**config.mk**
```make
export PLATFORM = sky130hd
export DESIGN_NAME = xml_entity_decoder_top
export DESIGN_NICKNAME = d
export VERILOG_FILES = /design/src/design/xed_pkg.sv /design/src/design/xed_front.sv /design/src/design/xed_queue.sv /design/src/design/xed_back.sv /design/src/design/xml_entity_decoder_top.sv
export SDC_FILE = /design/constraint.sdc
export NUM_CORES = 1
export LEC_CHECK = 0
export BUFFER_PORTS_ARGS = -buffer_cell sky130_fd_sc_hd__buf_2
export CORE_MARGIN = 2
export CORE_UTILIZATION = 45
export DETAILED_ROUTE_END_ITERATION = 8
export PLACE_DENSITY = 0.59
export SYNTH_ARGS = -nofsm -noshare
export SYNTH_HDL_FRONTEND = slang
export SYNTH_SLANG_ARGS = --single-unit
export TNS_END_PERCENT = 30
```
**constraint.sdc**
```tcl
create_clock -name clock -period 15.2 [get_ports clock]
set_input_delay 3.04 -clock clock [delete_from_list [all_inputs] [get_ports clock]]
set_output_delay 3.04 -clock clock [all_outputs]
set_load 0.005 [all_outputs]
```
**src/design/xed_pkg.sv**
```systemverilog
package xed_pkg;

   localparam int unsigned NumEntities = 5;
   localparam int unsigned NameLen     = 5;
   localparam int unsigned HeldMax     = 4;
   localparam int unsigned MaxResults  = 6;
   localparam int unsigned LimitWidth  = 16;

   localparam logic [LimitWidth-1:0] LimitReset = 16'hFFFF;
   localparam logic [7:0]            AmpChar    = 8'h26;
   localparam logic [7:0]            NulChar    = 8'h00;

   typedef struct packed {
      logic [7:0] in_byte;
      logic       in_last;
   } xed_req_type;

   typedef struct packed {
      logic [7:0] out_byte;
      logic       run_last;
      logic       stream_end;
      logic       truncated;
   } xed_rsp_type;

   // one decoded request: up to six bytes, sent in order by the back end
   typedef struct packed {
      logic [MaxResults-1:0][7:0] data_bytes;
      logic [2:0]                 count;
      logic                       last;
      logic                       truncated;
   } xed_job_type;

   typedef struct packed {
      logic full;
      logic empty;
   } xed_queue_status_type;

   // entity names, element j is character j of the name
   function automatic logic [NameLen-1:0][7:0] entity_name(input logic [2:0] idx);
      logic [NameLen-1:0][7:0] name;
      unique case (idx)
         3'd0:    name = {8'h3b, 8'h74, 8'h6f, 8'h75, 8'h71}; // quot;
         3'd1:    name = {8'h3b, 8'h73, 8'h6f, 8'h70, 8'h61}; // apos;
         3'd2:    name = {8'h00, 8'h00, 8'h3b, 8'h74, 8'h6c}; // lt;
         3'd3:    name = {8'h00, 8'h00, 8'h3b, 8'h74, 8'h67}; // gt;
         3'd4:    name = {8'h00, 8'h3b, 8'h70, 8'h6d, 8'h61}; // amp;
         default: name = '0;
      endcase
      return name;
   endfunction

   function automatic logic [2:0] entity_len(input logic [2:0] idx);
      logic [2:0] len;
      unique case (idx)
         3'd0:    len = 3'd5;
         3'd1:    len = 3'd5;
         3'd2:    len = 3'd3;
         3'd3:    len = 3'd3;
         3'd4:    len = 3'd4;
         default: len = 3'd0;
      endcase
      return len;
   endfunction

   function automatic logic [7:0] entity_value(input logic [2:0] idx);
      logic [7:0] value;
      unique case (idx)
         3'd0:    value = 8'h22;
         3'd1:    value = 8'h27;
         3'd2:    value = 8'h3c;
         3'd3:    value = 8'h3e;
         3'd4:    value = 8'h26;
         default: value = 8'h00;
      endcase
      return value;
   endfunction

endpackage

```
**src/design/xed_front.sv**
```systemverilog
module xed_front
   import xed_pkg::*;
#(
   parameter int unsigned COUNT_WIDTH = 16
)
(
   input  logic                  clock,
   input  logic                  reset,
   input  logic                  csr_write_en,
   input  logic [LimitWidth-1:0] csr_write_data,
   input  logic                  req_valid,
   input  xed_req_type           req_data,
   output logic                  req_stall,
   input  xed_queue_status_type  queue_status,
   output logic                  push_valid,
   output xed_job_type           push_job
);

   localparam int unsigned CmpWidth = (COUNT_WIDTH > LimitWidth) ? COUNT_WIDTH : LimitWidth;
   localparam logic [CmpWidth-1:0] CountMax = CmpWidth'((64'd1 << COUNT_WIDTH) - 64'd1);

   logic [LimitWidth-1:0]    output_limit_ff;
   logic                     in_entity_ff, in_entity_in;
   logic [HeldMax-1:0][7:0]  held_chars_ff, held_chars_in;
   logic [2:0]               held_count_ff, held_count_in;
   logic [COUNT_WIDTH-1:0]   emitted_count_ff, emitted_count_in;
   logic                     overflowed_ff, overflowed_in;

   logic                     accept;
   logic [7:0]               c;
   logic [2:0]               n;
   logic [3:0]               n_plus;
   logic [NameLen-1:0][7:0]  cand;
   logic [NameLen-1:0][7:0]  name_cur;
   logic [3:0]               len_cur;
   logic                     eq_cur;
   logic                     full_hit, prefix_hit;
   logic [7:0]               hit_value;
   logic                     plain_now;
   logic [MaxResults-1:0][7:0] seq;
   logic [2:0]               seq_count;
   logic [CmpWidth-1:0]      limit_eff, count_ext, room;
   logic [2:0]               emit;
   logic                     drop;

   assign accept    = req_valid && !req_stall;
   assign req_stall = queue_status.full;
   assign c         = req_data.in_byte;
   assign n         = held_count_ff;
   assign n_plus    = {1'b0, n} + 4'd1;

   // match the held name plus the new byte against all five names at once
   always_comb begin
      for (int j = 0; j < HeldMax; j++) begin
         cand[j] = (3'(j) < n) ? held_chars_ff[j] : ((3'(j) == n) ? c : 8'h00);
      end
      cand[NameLen-1] = (n == 3'(HeldMax)) ? c : 8'h00;
      full_hit   = 1'b0;
      prefix_hit = 1'b0;
      hit_value  = 8'h00;
      name_cur   = '0;
      len_cur    = 4'd0;
      eq_cur     = 1'b0;
      for (int i = 0; i < NumEntities; i++) begin
         name_cur = entity_name(3'(i));
         len_cur  = {1'b0, entity_len(3'(i))};
         eq_cur   = 1'b1;
         for (int j = 0; j < NameLen; j++) begin
            if (3'(j) <= n && cand[j] != name_cur[j]) begin
               eq_cur = 1'b0;
            end
         end
         if (eq_cur && n_plus <= len_cur) begin
            if (n_plus == len_cur) begin
               full_hit  = 1'b1;
               hit_value = entity_value(3'(i));
            end else begin
               prefix_hit = 1'b1;
            end
         end
      end
   end

   // build the byte sequence this request produces
   always_comb begin
      seq           = '0;
      seq_count     = 3'd0;
      in_entity_in  = in_entity_ff;
      held_chars_in = held_chars_ff;
      held_count_in = held_count_ff;
      plain_now     = 1'b0;

      if (in_entity_ff) begin
         if (full_hit) begin
            seq[seq_count] = hit_value;
            seq_count      = seq_count + 3'd1;
            in_entity_in   = 1'b0;
            held_chars_in  = '0;
            held_count_in  = 3'd0;
         end else if (prefix_hit && n < 3'(HeldMax)) begin
            held_chars_in[n[1:0]] = c;
            held_count_in         = n + 3'd1;
         end else begin
            // mismatch: ampersand and held text go out literally
            seq[seq_count] = AmpChar;
            seq_count      = seq_count + 3'd1;
            for (int k = 0; k < HeldMax; k++) begin
               if (3'(k) < n && seq_count < 3'(MaxResults)) begin
                  seq[seq_count] = held_chars_ff[k];
                  seq_count      = seq_count + 3'd1;
               end
            end
            in_entity_in  = 1'b0;
            held_chars_in = '0;
            held_count_in = 3'd0;
            plain_now     = 1'b1;
         end
      end else begin
         plain_now = 1'b1;
      end

      if (plain_now) begin
         if (c == AmpChar) begin
            in_entity_in  = 1'b1;
            held_chars_in = '0;
            held_count_in = 3'd0;
         end else if (seq_count < 3'(MaxResults)) begin
            seq[seq_count] = c;
            seq_count      = seq_count + 3'd1;
         end
      end

      // partial match left at stream end is flushed
      if (req_data.in_last && in_entity_in) begin
         if (seq_count < 3'(MaxResults)) begin
            seq[seq_count] = AmpChar;
            seq_count      = seq_count + 3'd1;
         end
         for (int k = 0; k < HeldMax; k++) begin
            if (3'(k) < held_count_in && seq_count < 3'(MaxResults)) begin
               seq[seq_count] = held_chars_in[k];
               seq_count      = seq_count + 3'd1;
            end
         end
      end

      if (req_data.in_last) begin
         in_entity_in  = 1'b0;
         held_chars_in = '0;
         held_count_in = 3'd0;
      end
   end

   // output limit, also capped by a full counter
   always_comb begin
      limit_eff = (CmpWidth'(output_limit_ff) < CountMax) ? CmpWidth'(output_limit_ff) : CountMax;
      count_ext = CmpWidth'(emitted_count_ff);
      room      = (count_ext < limit_eff) ? (limit_eff - count_ext) : '0;
      drop      = room < CmpWidth'(seq_count);
      emit      = drop ? room[2:0] : seq_count;
      overflowed_in    = overflowed_ff | drop;
      emitted_count_in = emitted_count_ff + COUNT_WIDTH'(emit);
   end

   always_comb begin
      push_valid          = accept && (emit != 3'd0 || req_data.in_last);
      push_job.last       = req_data.in_last;
      if (emit != 3'd0) begin
         push_job.data_bytes = seq;
         push_job.count      = emit;
         push_job.truncated  = overflowed_ff;
      end else begin
         // empty end marker
         push_job.data_bytes = '0;
         push_job.data_bytes[0] = NulChar;
         push_job.count      = 3'd1;
         push_job.truncated  = overflowed_in;
      end
   end

   always_ff @(posedge clock) begin
      if (reset) begin
         output_limit_ff  <= LimitReset;
         in_entity_ff     <= 1'b0;
         held_chars_ff    <= '0;
         held_count_ff    <= 3'd0;
         emitted_count_ff <= '0;
         overflowed_ff    <= 1'b0;
      end else begin
         if (csr_write_en) begin
            output_limit_ff <= csr_write_data;
         end
         if (accept) begin
            in_entity_ff  <= in_entity_in;
            held_chars_ff <= held_chars_in;
            held_count_ff <= held_count_in;
            if (req_data.in_last) begin
               emitted_count_ff <= '0;
               overflowed_ff    <= 1'b0;
            end else begin
               emitted_count_ff <= emitted_count_in;
               overflowed_ff    <= overflowed_in;
            end
         end
      end
   end

endmodule

```
**src/design/xed_queue.sv**
```systemverilog
module xed_queue
   import xed_pkg::*;
#(
   parameter int unsigned DEPTH = 4
)
(
   input  logic                 clock,
   input  logic                 reset,
   input  logic                 push_valid,
   input  xed_job_type          push_job,
   input  logic                 pop,
   output xed_queue_status_type status,
   output xed_job_type          head
);

   localparam int unsigned PtrWidth = (DEPTH > 1) ? $clog2(DEPTH) : 1;
   localparam int unsigned CntWidth = $clog2(DEPTH + 1);

   xed_job_type           slot_ff [DEPTH];
   logic [PtrWidth-1:0]   wr_ptr_ff, rd_ptr_ff;
   logic [CntWidth-1:0]   count_ff;
   logic                  do_push, do_pop;

   assign status.full  = (count_ff == CntWidth'(DEPTH));
   assign status.empty = (count_ff == '0);
   assign head         = slot_ff[rd_ptr_ff];
   assign do_push      = push_valid && !status.full;
   assign do_pop       = pop && !status.empty;

   always_ff @(posedge clock) begin
      if (do_push) begin
         slot_ff[wr_ptr_ff] <= push_job;
      end
   end

   always_ff @(posedge clock) begin
      if (reset) begin
         wr_ptr_ff <= '0;
         rd_ptr_ff <= '0;
         count_ff  <= '0;
      end else begin
         if (do_push) begin
            wr_ptr_ff <= (wr_ptr_ff == PtrWidth'(DEPTH - 1)) ? '0 : wr_ptr_ff + 1'b1;
         end
         if (do_pop) begin
            rd_ptr_ff <= (rd_ptr_ff == PtrWidth'(DEPTH - 1)) ? '0 : rd_ptr_ff + 1'b1;
         end
         if (do_push && !do_pop) begin
            count_ff <= count_ff + 1'b1;
         end else if (do_pop && !do_push) begin
            count_ff <= count_ff - 1'b1;
         end
      end
   end

endmodule

```
**src/design/xed_back.sv**
```systemverilog
module xed_back
   import xed_pkg::*;
(
   input  logic                 clock,
   input  logic                 reset,
   input  xed_queue_status_type queue_status,
   input  xed_job_type          head,
   output logic                 pop,
   output logic                 rsp_valid,
   output xed_rsp_type          rsp_data,
   input  logic                 rsp_stall
);

   logic [2:0]  pos_ff, pos_in;
   logic        rsp_valid_ff, rsp_valid_in;
   xed_rsp_type rsp_data_ff, rsp_data_in;
   logic        load, last_of_job;

   assign load        = (!rsp_valid_ff || !rsp_stall) && !queue_status.empty;
   assign last_of_job = (pos_ff == head.count - 3'd1);
   assign pop         = load && last_of_job;
   assign rsp_valid   = rsp_valid_ff;
   assign rsp_data    = rsp_data_ff;

   always_comb begin
      rsp_data_in.out_byte   = head.data_bytes[pos_ff];
      rsp_data_in.run_last   = last_of_job;
      rsp_data_in.stream_end = last_of_job && head.last;
      rsp_data_in.truncated  = head.truncated;
      pos_in = pos_ff;
      if (load) begin
         pos_in = last_of_job ? 3'd0 : pos_ff + 3'd1;
      end
      if (load) begin
         rsp_valid_in = 1'b1;
      end else if (rsp_stall) begin
         rsp_valid_in = rsp_valid_ff;
      end else begin
         rsp_valid_in = 1'b0;
      end
   end

   always_ff @(posedge clock) begin
      if (load) begin
         rsp_data_ff <= rsp_data_in;
      end
   end

   always_ff @(posedge clock) begin
      if (reset) begin
         pos_ff       <= 3'd0;
         rsp_valid_ff <= 1'b0;
      end else begin
         pos_ff       <= pos_in;
         rsp_valid_ff <= rsp_valid_in;
      end
   end

endmodule

```
**src/design/xml_entity_decoder_top.sv**
```systemverilog
// channel   direction  handshake                payload
// req       in         req_valid / req_stall    xed_req_type (in_byte, in_last)
// rsp       out        rsp_valid / rsp_stall    xed_rsp_type (out_byte, run_last,
//                                               stream_end, truncated)
// csr       in         csr_write_en             csr_write_data (output_limit)
//
// one request per cycle enters while the job queue has room; the front end
// matches all five entity names in the same cycle it takes the byte
// the back end sends one result per cycle while rsp_stall is low, and a request
// yields up to 6 results; the queue of QUEUE_DEPTH jobs absorbs bursts
// reset is synchronous; no clearing pass
// req_stall rises only when the queue is full; rsp_stall freezes the output
// register, and the queue keeps taking requests meanwhile
module xml_entity_decoder_top
   import xed_pkg::*;
#(
   parameter int unsigned COUNT_WIDTH = 16,
   parameter int unsigned QUEUE_DEPTH = 4
)
(
   input  logic                  clock,
   input  logic                  reset,
   input  logic                  csr_write_en,
   input  logic [LimitWidth-1:0] csr_write_data,
   input  logic                  req_valid,
   input  xed_req_type           req_data,
   output logic                  req_stall,
   output logic                  rsp_valid,
   output xed_rsp_type           rsp_data,
   input  logic                  rsp_stall
);

   // front to queue
   logic                 push_valid;
   xed_job_type          push_job;
   // queue to back
   xed_queue_status_type queue_status;
   xed_job_type          head;
   logic                 pop;

   // front: entity matching, held text, output limit and stream state
   xed_front #(
      .COUNT_WIDTH (COUNT_WIDTH)
   ) u_front (
      .clock          (clock),
      .reset          (reset),
      .csr_write_en   (csr_write_en),
      .csr_write_data (csr_write_data),
      .req_valid      (req_valid),
      .req_data       (req_data),
      .req_stall      (req_stall),
      .queue_status   (queue_status),
      .push_valid     (push_valid),
      .push_job       (push_job)
   );

   // decoded jobs wait here so that each side can stall on its own
   xed_queue #(
      .DEPTH (QUEUE_DEPTH)
   ) u_queue (
      .clock      (clock),
      .reset      (reset),
      .push_valid (push_valid),
      .push_job   (push_job),
      .pop        (pop),
      .status     (queue_status),
      .head       (head)
   );

   // back: walks each job one byte at a time into the output register
   xed_back u_back (
      .clock        (clock),
      .reset        (reset),
      .queue_status (queue_status),
      .head         (head),
      .pop          (pop),
      .rsp_valid    (rsp_valid),
      .rsp_data     (rsp_data),
      .rsp_stall    (rsp_stall)
   );

endmodule

```
# == Word-level counts from Yosys, hierarchy flattened ==
# Memories as Yosys holds them, arrays and structs flattened. A register that Yosys moved wholly into a read port is not among the register bits.
# Index checks and enable logic that the tools add are counted.
# totals
output_inout_bits,13
mem_bits_rw,212
wordCells,376
latch_bits,0
reg_bits,91
input_bits,30
romBits,0
mem_count,1
# mem_list
name,depth,width,rd,rd_ports_with_merged_regs,wr,line,rtl
u_queue.slot_ff,4,53,1,1,1,xed_queue.sv:19,xed_job_type slot_ff [DEPTH];
# classes
mul,0
n_shift,0
order_cmp,50
mux,192
n_reduce_logical,64
n_eq_ne,28
n_bitwise,4
add_sub_neg,19
div_mod_pow,0
# ops
operator,n
2-to-1 mux 48 bit,24
bitwise mux 48 bit,8
2-to-1 mux 8 bit,34
demux 8 bit (select 3 bit),9
2-to-1 mux 32 bit,6
2-to-1 mux 3 bit,38
"!= test 8 x 7 -> 1 bit, second input constant",12
2-to-1 mux 1 bit,59
2-to-1 mux 51 bit,1
logical AND 1 bit,50
2-to-1 mux 16 bit,3
"< comparator 3 x 4 -> 1 bit, second input constant",10
2-to-1 mux 40 bit,1
"adder 3 x 1 -> 3 bit, second input constant",12
bitwise mux 32 bit,1
AND 30 bit,1
"< comparator 3 bit, second input constant",10
NOT 30 bit,1
">= comparator 3 x 1 -> 1 bit, second input constant",9
binary-select mux 8 bit (select 3 bit),1
"!= test 8 x 6 -> 1 bit, second input constant",3
bitwise OR 18 bit,1
adder 16 x 3 -> 16 bit,1
demux 8 bit (select 2 bit),1
34 further kinds,61

# == Depth between registers and ports, before layout ==
# depth
depth_word,75
depth_mapped,45
ltp_nobuf,43

# == Modules after synthesis ==
# Synthesis repeated with hierarchy kept, for this count alone.
# hier_totals
cells_unflattened,1782
hier_area_um2,18509.0
# by_module_without_submodules
mod,instances,area_per_inst_um2,cells_per_inst,seq_area_each_um2
xed_front,1,9380.2,1379,1381.3
xed_queue,1,8152.8,327,6546.3
xed_back,1,975.9,76,410.4

# == Least setup slack after synthesis ==
# Ideal clock, no wire load.
# synth_timing
kind,input -> register
startpoint,input req_data[2] (netlist bit)
endpoint,"memory u_queue.slot_ff[0][0] (netlist bit), enable pin"
setup_ns,0.416
path_stages,36
required_time_ns,14.784
path_buffers,2
arrival_time_ns,11.482
setup_slack_ns,3.302
cell_sequence,buf_2 or4_1 o211ai_2 nor4b_2 o2111ai_1 a2111oi_0 o21bai_2 or2_2 nor2_1 o21ai_0 inv_1 ha_1 a221oi_2 nand2b_1 inv_1 ha_1 clkbuf_1 nor2_1 o211ai_1 a21oi_1 nor3_2 nand2_1 a21oi_1 a21oi_1 ha_1 a21oi_1 o21ai_0 a2111oi_0 o2111ai_1 nor4_1 a41oi_1 nor3_1 nand4b_2 a2bb2o_4 a41oi_2 and2_1
# synth_via
elab_chain_len,54
word_cells_on_any_way,150
classes_between,add/sub: 6; order compare: 11; eq/ne: 16; mux: 83; reduce/logical: 34
# synth_rtl
item,line,rtl
"start, declared",xml_entity_decoder_top.sv:26,"input xed_req_type req_data,"
2-to-1 mux 8 bit (2 in a row),xed_front.sv:55,cand[j] = (3'(j) < n) ? held_chars_ff[j] : ((3'(j) == n) ? c : 8'h00);
!= test 8 x 7 -> 1 bit,xed_front.sv:69,if (3'(j) <= n && cand[j] != name_cur[j]) begin
logical AND 1 bit,xed_front.sv:69,
2-to-1 mux 1 bit (5 in a row),xed_front.sv:69,
logical AND 1 bit,xed_front.sv:73,if (eq_cur && n_plus <= len_cur) begin
2-to-1 mux 1 bit,xed_front.sv:73,
2-to-1 mux 1 bit,xed_front.sv:74,if (n_plus == len_cur) begin
2-to-1 mux 1 bit,xed_front.sv:73,
[... 34 more ...],--,
2-to-1 mux 3 bit *,xed_front.sv:160,emit = drop ? room[2:0] : seq_count;
nonzero test 3 bit *,xed_front.sv:166,push_valid = accept && (emit != 3'd0 || req_data.in_last);
logical OR 1 bit *,xed_front.sv:166,
logical AND 1 bit *,xed_front.sv:166,
logical AND 1 bit *,xed_queue.sv:27,assign do_push = push_valid && !status.full;
named net u_queue.do_push,xed_queue.sv:22,"logic do_push, do_pop;"
2-to-1 mux 1 bit *,xed_queue.sv:31,if (do_push) begin
2-to-1 mux 1 bit (implied by the code) *,xed_queue.sv:32,slot_ff[wr_ptr_ff] <= push_job;
"end, declared",xed_queue.sv:19,
# Mark *: on every way through the listed nets, which the timed path passes. The rest lies on a longest branch. The select of a mux whose other input is x is not followed.

# == Worst setup path in the final report ==
# layout_timing
startpoint,input req_data[6] (netlist bit)
endpoint,"memory u_queue.slot_ff[1][8] (netlist bit), enable pin"
# Same word-level chain as after synthesis.

==> flow_metrics.py <==
metrics = {
    "power_and_ir_drop": {
        "p_comb_share_pct": 18.4,
        "leakage_nw": 6.44,
        "p_int_mw": 1.70,
        "netSwitchingFraction_pct": 26.3,
        "powerDensity_nw_per_um2": 122,
        "pwr-share-seq_pct": 45.2,
        "vdd_drop_max_v": 0.0000837,
        "clock_power_share_pct": 36.4,
        "p_sw_mw": 0.606,
    },
    "grt": {
        "grt.busiest_layer": "met2",
        "grt_pass1_vias": 12700,
        "grt_first_pass_wirelength_um": 79800,
        "grt_max_degree": 54,
        "use_met2_pct": 42.3,
        "grt.total_usage_pct": 27.1,
        "overflow": 0,
        "use_met3_pct": 4.75,
        "antenna_found_initial": 1,
        "grtUsageMet1_pct": 36.8,
    },
    "routing": {
        "detail_route.wirelength_um": 52700,
        "viasPerCell": 6.28,
        "first_pass_iters": 6,
        "num_vias": 13400,
        "post-route-drc-count": 0,
        "antenna_left": 0,
        "drt_iter0_markers": 1424,
        "wl_per_cell_um": 24.8,
    },
    "cts": {
        "htreeDepth": 2,
        "clk_pin_slew_ns": 0.06,
        "clkSinkCount": 305,
        "root_buffer": "clkbuf_16",
        "cts_resized": 0,
        "clock_path_buffers": 3,
        "hold_buffers": 0,
        "cts_tree": "built",
        "cts_setup_buffers": 0,
        "cts_buffers": 34,
        "insertion_delay_ns": 0.57,
    },
    "placement": {
        "dp_slack_ns": 1.90,
        "dpl.hpwl_um": 36900,
        "io_buffers": 42,
        "gp_congestion": 1.02,
    },
    "sta": {
        "period_share_pct": 84.9,
        "slew_headroom_pct": 27.7,
        "rsz0062_at_grt": "false",
        "tightest_slew_ns": 1.08,
        "slew_viol_final": 0,
        "fin_ws_ns": 2.30,
        "fin_setup_tns_ns": 0,
        "skew_ns": 0.0311,
        "period_minus_slack_ns": 12.90,
        "hold_viol": 0,
        "setup_viol": 0,
        "fmax_mhz": 77.5,
    },
    "critical_path": {
        "reg2reg_slack_ns": 4.24,
        "crit_path_frequent_cell": "a21oi_1",
        "crit_type": "primary input to flop",
        "required_ns": 15.43,
        "cpMaxStageDelayCell": "and2_2",
        "cpPeakStageDelay_ns": 0.91,
        "crit_fanout": 38,
        "cp_top_family": "compound AO/OA/AOI/OAI gates",
        "crit_buf_inv": 4,
        "startpoint_type": "primary input",
        "cp_data_arrival_time_ns": 13.13,
        "end_kind": "flop",
    },
    "cells_and_area": {
        "diodes": 0,
        "nNetsFinal": 1664,
        "final_common_cell": "edfxtp_1",
        "layout_common_cells": "edfxtp_1, nor2_1, nand2_1, a21oi_1, dfxtp_1",
        "drive_gt1_share_pct": 14.3,
        "syn2layout_area_growth_pct": 10.0,
        "fin_util_pct": 50.1,
    },
    "run_status": {
        "outcome": "complete, no violations",
    },
    "yosys": {
        "avgSynthCellArea_um2": 10.6,
        "synth_edf_count": 223,
        "synth_fp_nets": 1679,
        "synth_area_um2": 17100,
        "synthCells": 1608,
        "synth-warning-count": 0,
        "ys_seq_area_share_pct": 48.8,
        "yosysUniqueCellTypes": 98,
        "synth_flop_cell": "edfxtp_1",
        "synth_seq_cells": 305,
        "async_reset_ff_share_pct": 0,
    },
    "die": {
        "dieArea_um2": 39600,
        "die_w_um": 199,
        "initial_core_util_pct": 45.5,
        "die_h_um": 199,
        "coreArea_um2": 37600,
        "io_pins": 43,
        "num_rows": 71,
    },
    "hold_path": {
        "hold_path.class": "flop to flop",
    },
    "job": {
        "max-cap-violations": 0,
    },
}
## worst register-to-register path, delay by kind of cell (launching register included)
kind            cells  cell delay [ns]
fa+ha+maj           4             1.82
buf+inv             4             1.10
compound gates     16             3.84
flops               1             0.30
simple gates       12             3.59
## cells by family (layout without fill, tap and decap cells)
family          after synthesis  count (layout)  share of synthesized area [%]
flops                       305             305                           48.8
simple gates                553             553                           15.7
mux                          97              97                           10.2
buf+inv                     175             185                           4.04
compound gates              409             409                           16.7
fa+ha+maj                    42              42                           3.19
xor+xnor                     27              27                           1.47
## flip-flops by register name, indices dropped and copies added, names as in the netlist, named ones only
signal / flops
u_queue.wr_ptr_ff: 2
u_front.held_chars_ff: 32
u_back.rsp_valid: 1
u_front.output_limit_ff: 16
u_back.rsp_data: 11
u_front.held_count_ff: 3
u_back.pos_ff: 3
u_queue.count_ff: 3
u_front.in_entity_ff: 1
u_front.count_ext: 16
u_queue.rd_ptr_ff: 2
u_front.overflowed_ff: 1
u_queue.slot_ff: 212
## layout make-up
class	count	area [um2]
Clock buffer	49	968
Clock inverter	12	163
Fill cell	3424	18800
Inverter	59	221
Multi-Input combinational cell	1128	8090
Sequential cell	305	8340
Tap cell	511	639
Timing Repair Buffer	65	383
## final timing paths
check	start	to	depth (start not counted)
setup / recovery	req_data[6]	u_queue.slot_ff[1][8]$_DFFE_PP_	36
hold / removal	u_front.overflowed_ff$_SDFFE_PP0P_	u_front.overflowed_ff$_SDFFE_PP0P_	2
setup reg to reg	u_front.held_count_ff[0]$_SDFFE_PP0P_	u_queue.slot_ff[1][8]$_DFFE_PP_	36
hold reg to reg	u_front.overflowed_ff$_SDFFE_PP0P_	u_front.overflowed_ff$_SDFFE_PP0P_	2
## synthesized netlist by cell type (6+ instances only)
library cell / n / area [um2]
edfxtp_1: 223 / 6700
nor2_1: 189 / 709
nand2_1: 130 / 488
a21oi_1: 95 / 475
clkbuf_1: 86 / 323
dfxtp_1: 82 / 1640
mux4_2: 61 / 1370
inv_1: 56 / 210
o21ai_0: 54 / 270
a22oi_1: 52 / 390
nor3_1: 46 / 230
nand3_1: 45 / 225
ha_1: 38 / 475
mux2i_1: 30 / 300
a32oi_1: 22 / 193
a21o_1: 21 / 158
and2_1: 20 / 125
and3_1: 20 / 125
xnor2_1: 20 / 175
o22ai_1: 18 / 113
nor2b_1: 17 / 106
o21ai_1: 16 / 80.1
buf_2: 14 / 70.1
nand4_1: 14 / 87.6
o211ai_1: 14 / 105
buf_1: 13 / 48.8
a31oi_1: 12 / 75.1
a211oi_1: 11 / 82.6
nand2b_1: 9 / 56.3
nor3b_1: 8 / 60.1
a21boi_0: 7 / 52.6
nor4_1: 7 / 43.8
a2111oi_0: 6 / 52.6
a221oi_1: 6 / 52.6
a311oi_1: 6 / 52.6
mux2_2: 6 / 67.6
or2_2: 6 / 37.5
or3_1: 6 / 37.5
## per-layer routing
metal	routed length, um	part of all wire [%]
met4	2540	4.8
met5	0	0
met1	22700	43
met3	3750	7.1
met2	23700	45
## through the flow
stage          hold slack [ns]  total power, mW  cell area (um2)  std cells
2_1_floorplan            0.426             1.36            17100       1608
3_3_place_gp             0.435             1.48            17700       2068
3_5_place_dp             0.436             1.49            17700       2068
4_1_cts                  0.446             2.33            18800       2129
5_1_grt                  0.465             2.40            18800       2129
6_report                 0.451             2.30            18800       2129
## power groups by stage
stage	clock network (mW)	registers [mW]	logic [mW]
final	0.839	1.04	0.423
after global routing	0.886	1.05	0.463
after CTS	0.855	1.04	0.432
after detailed placement	0	1.06	0.431
after global placement	0	1.06	0.426
after floorplan	0	1.04	0.328
No activity file was read; power rests on OpenSTA's default activity.
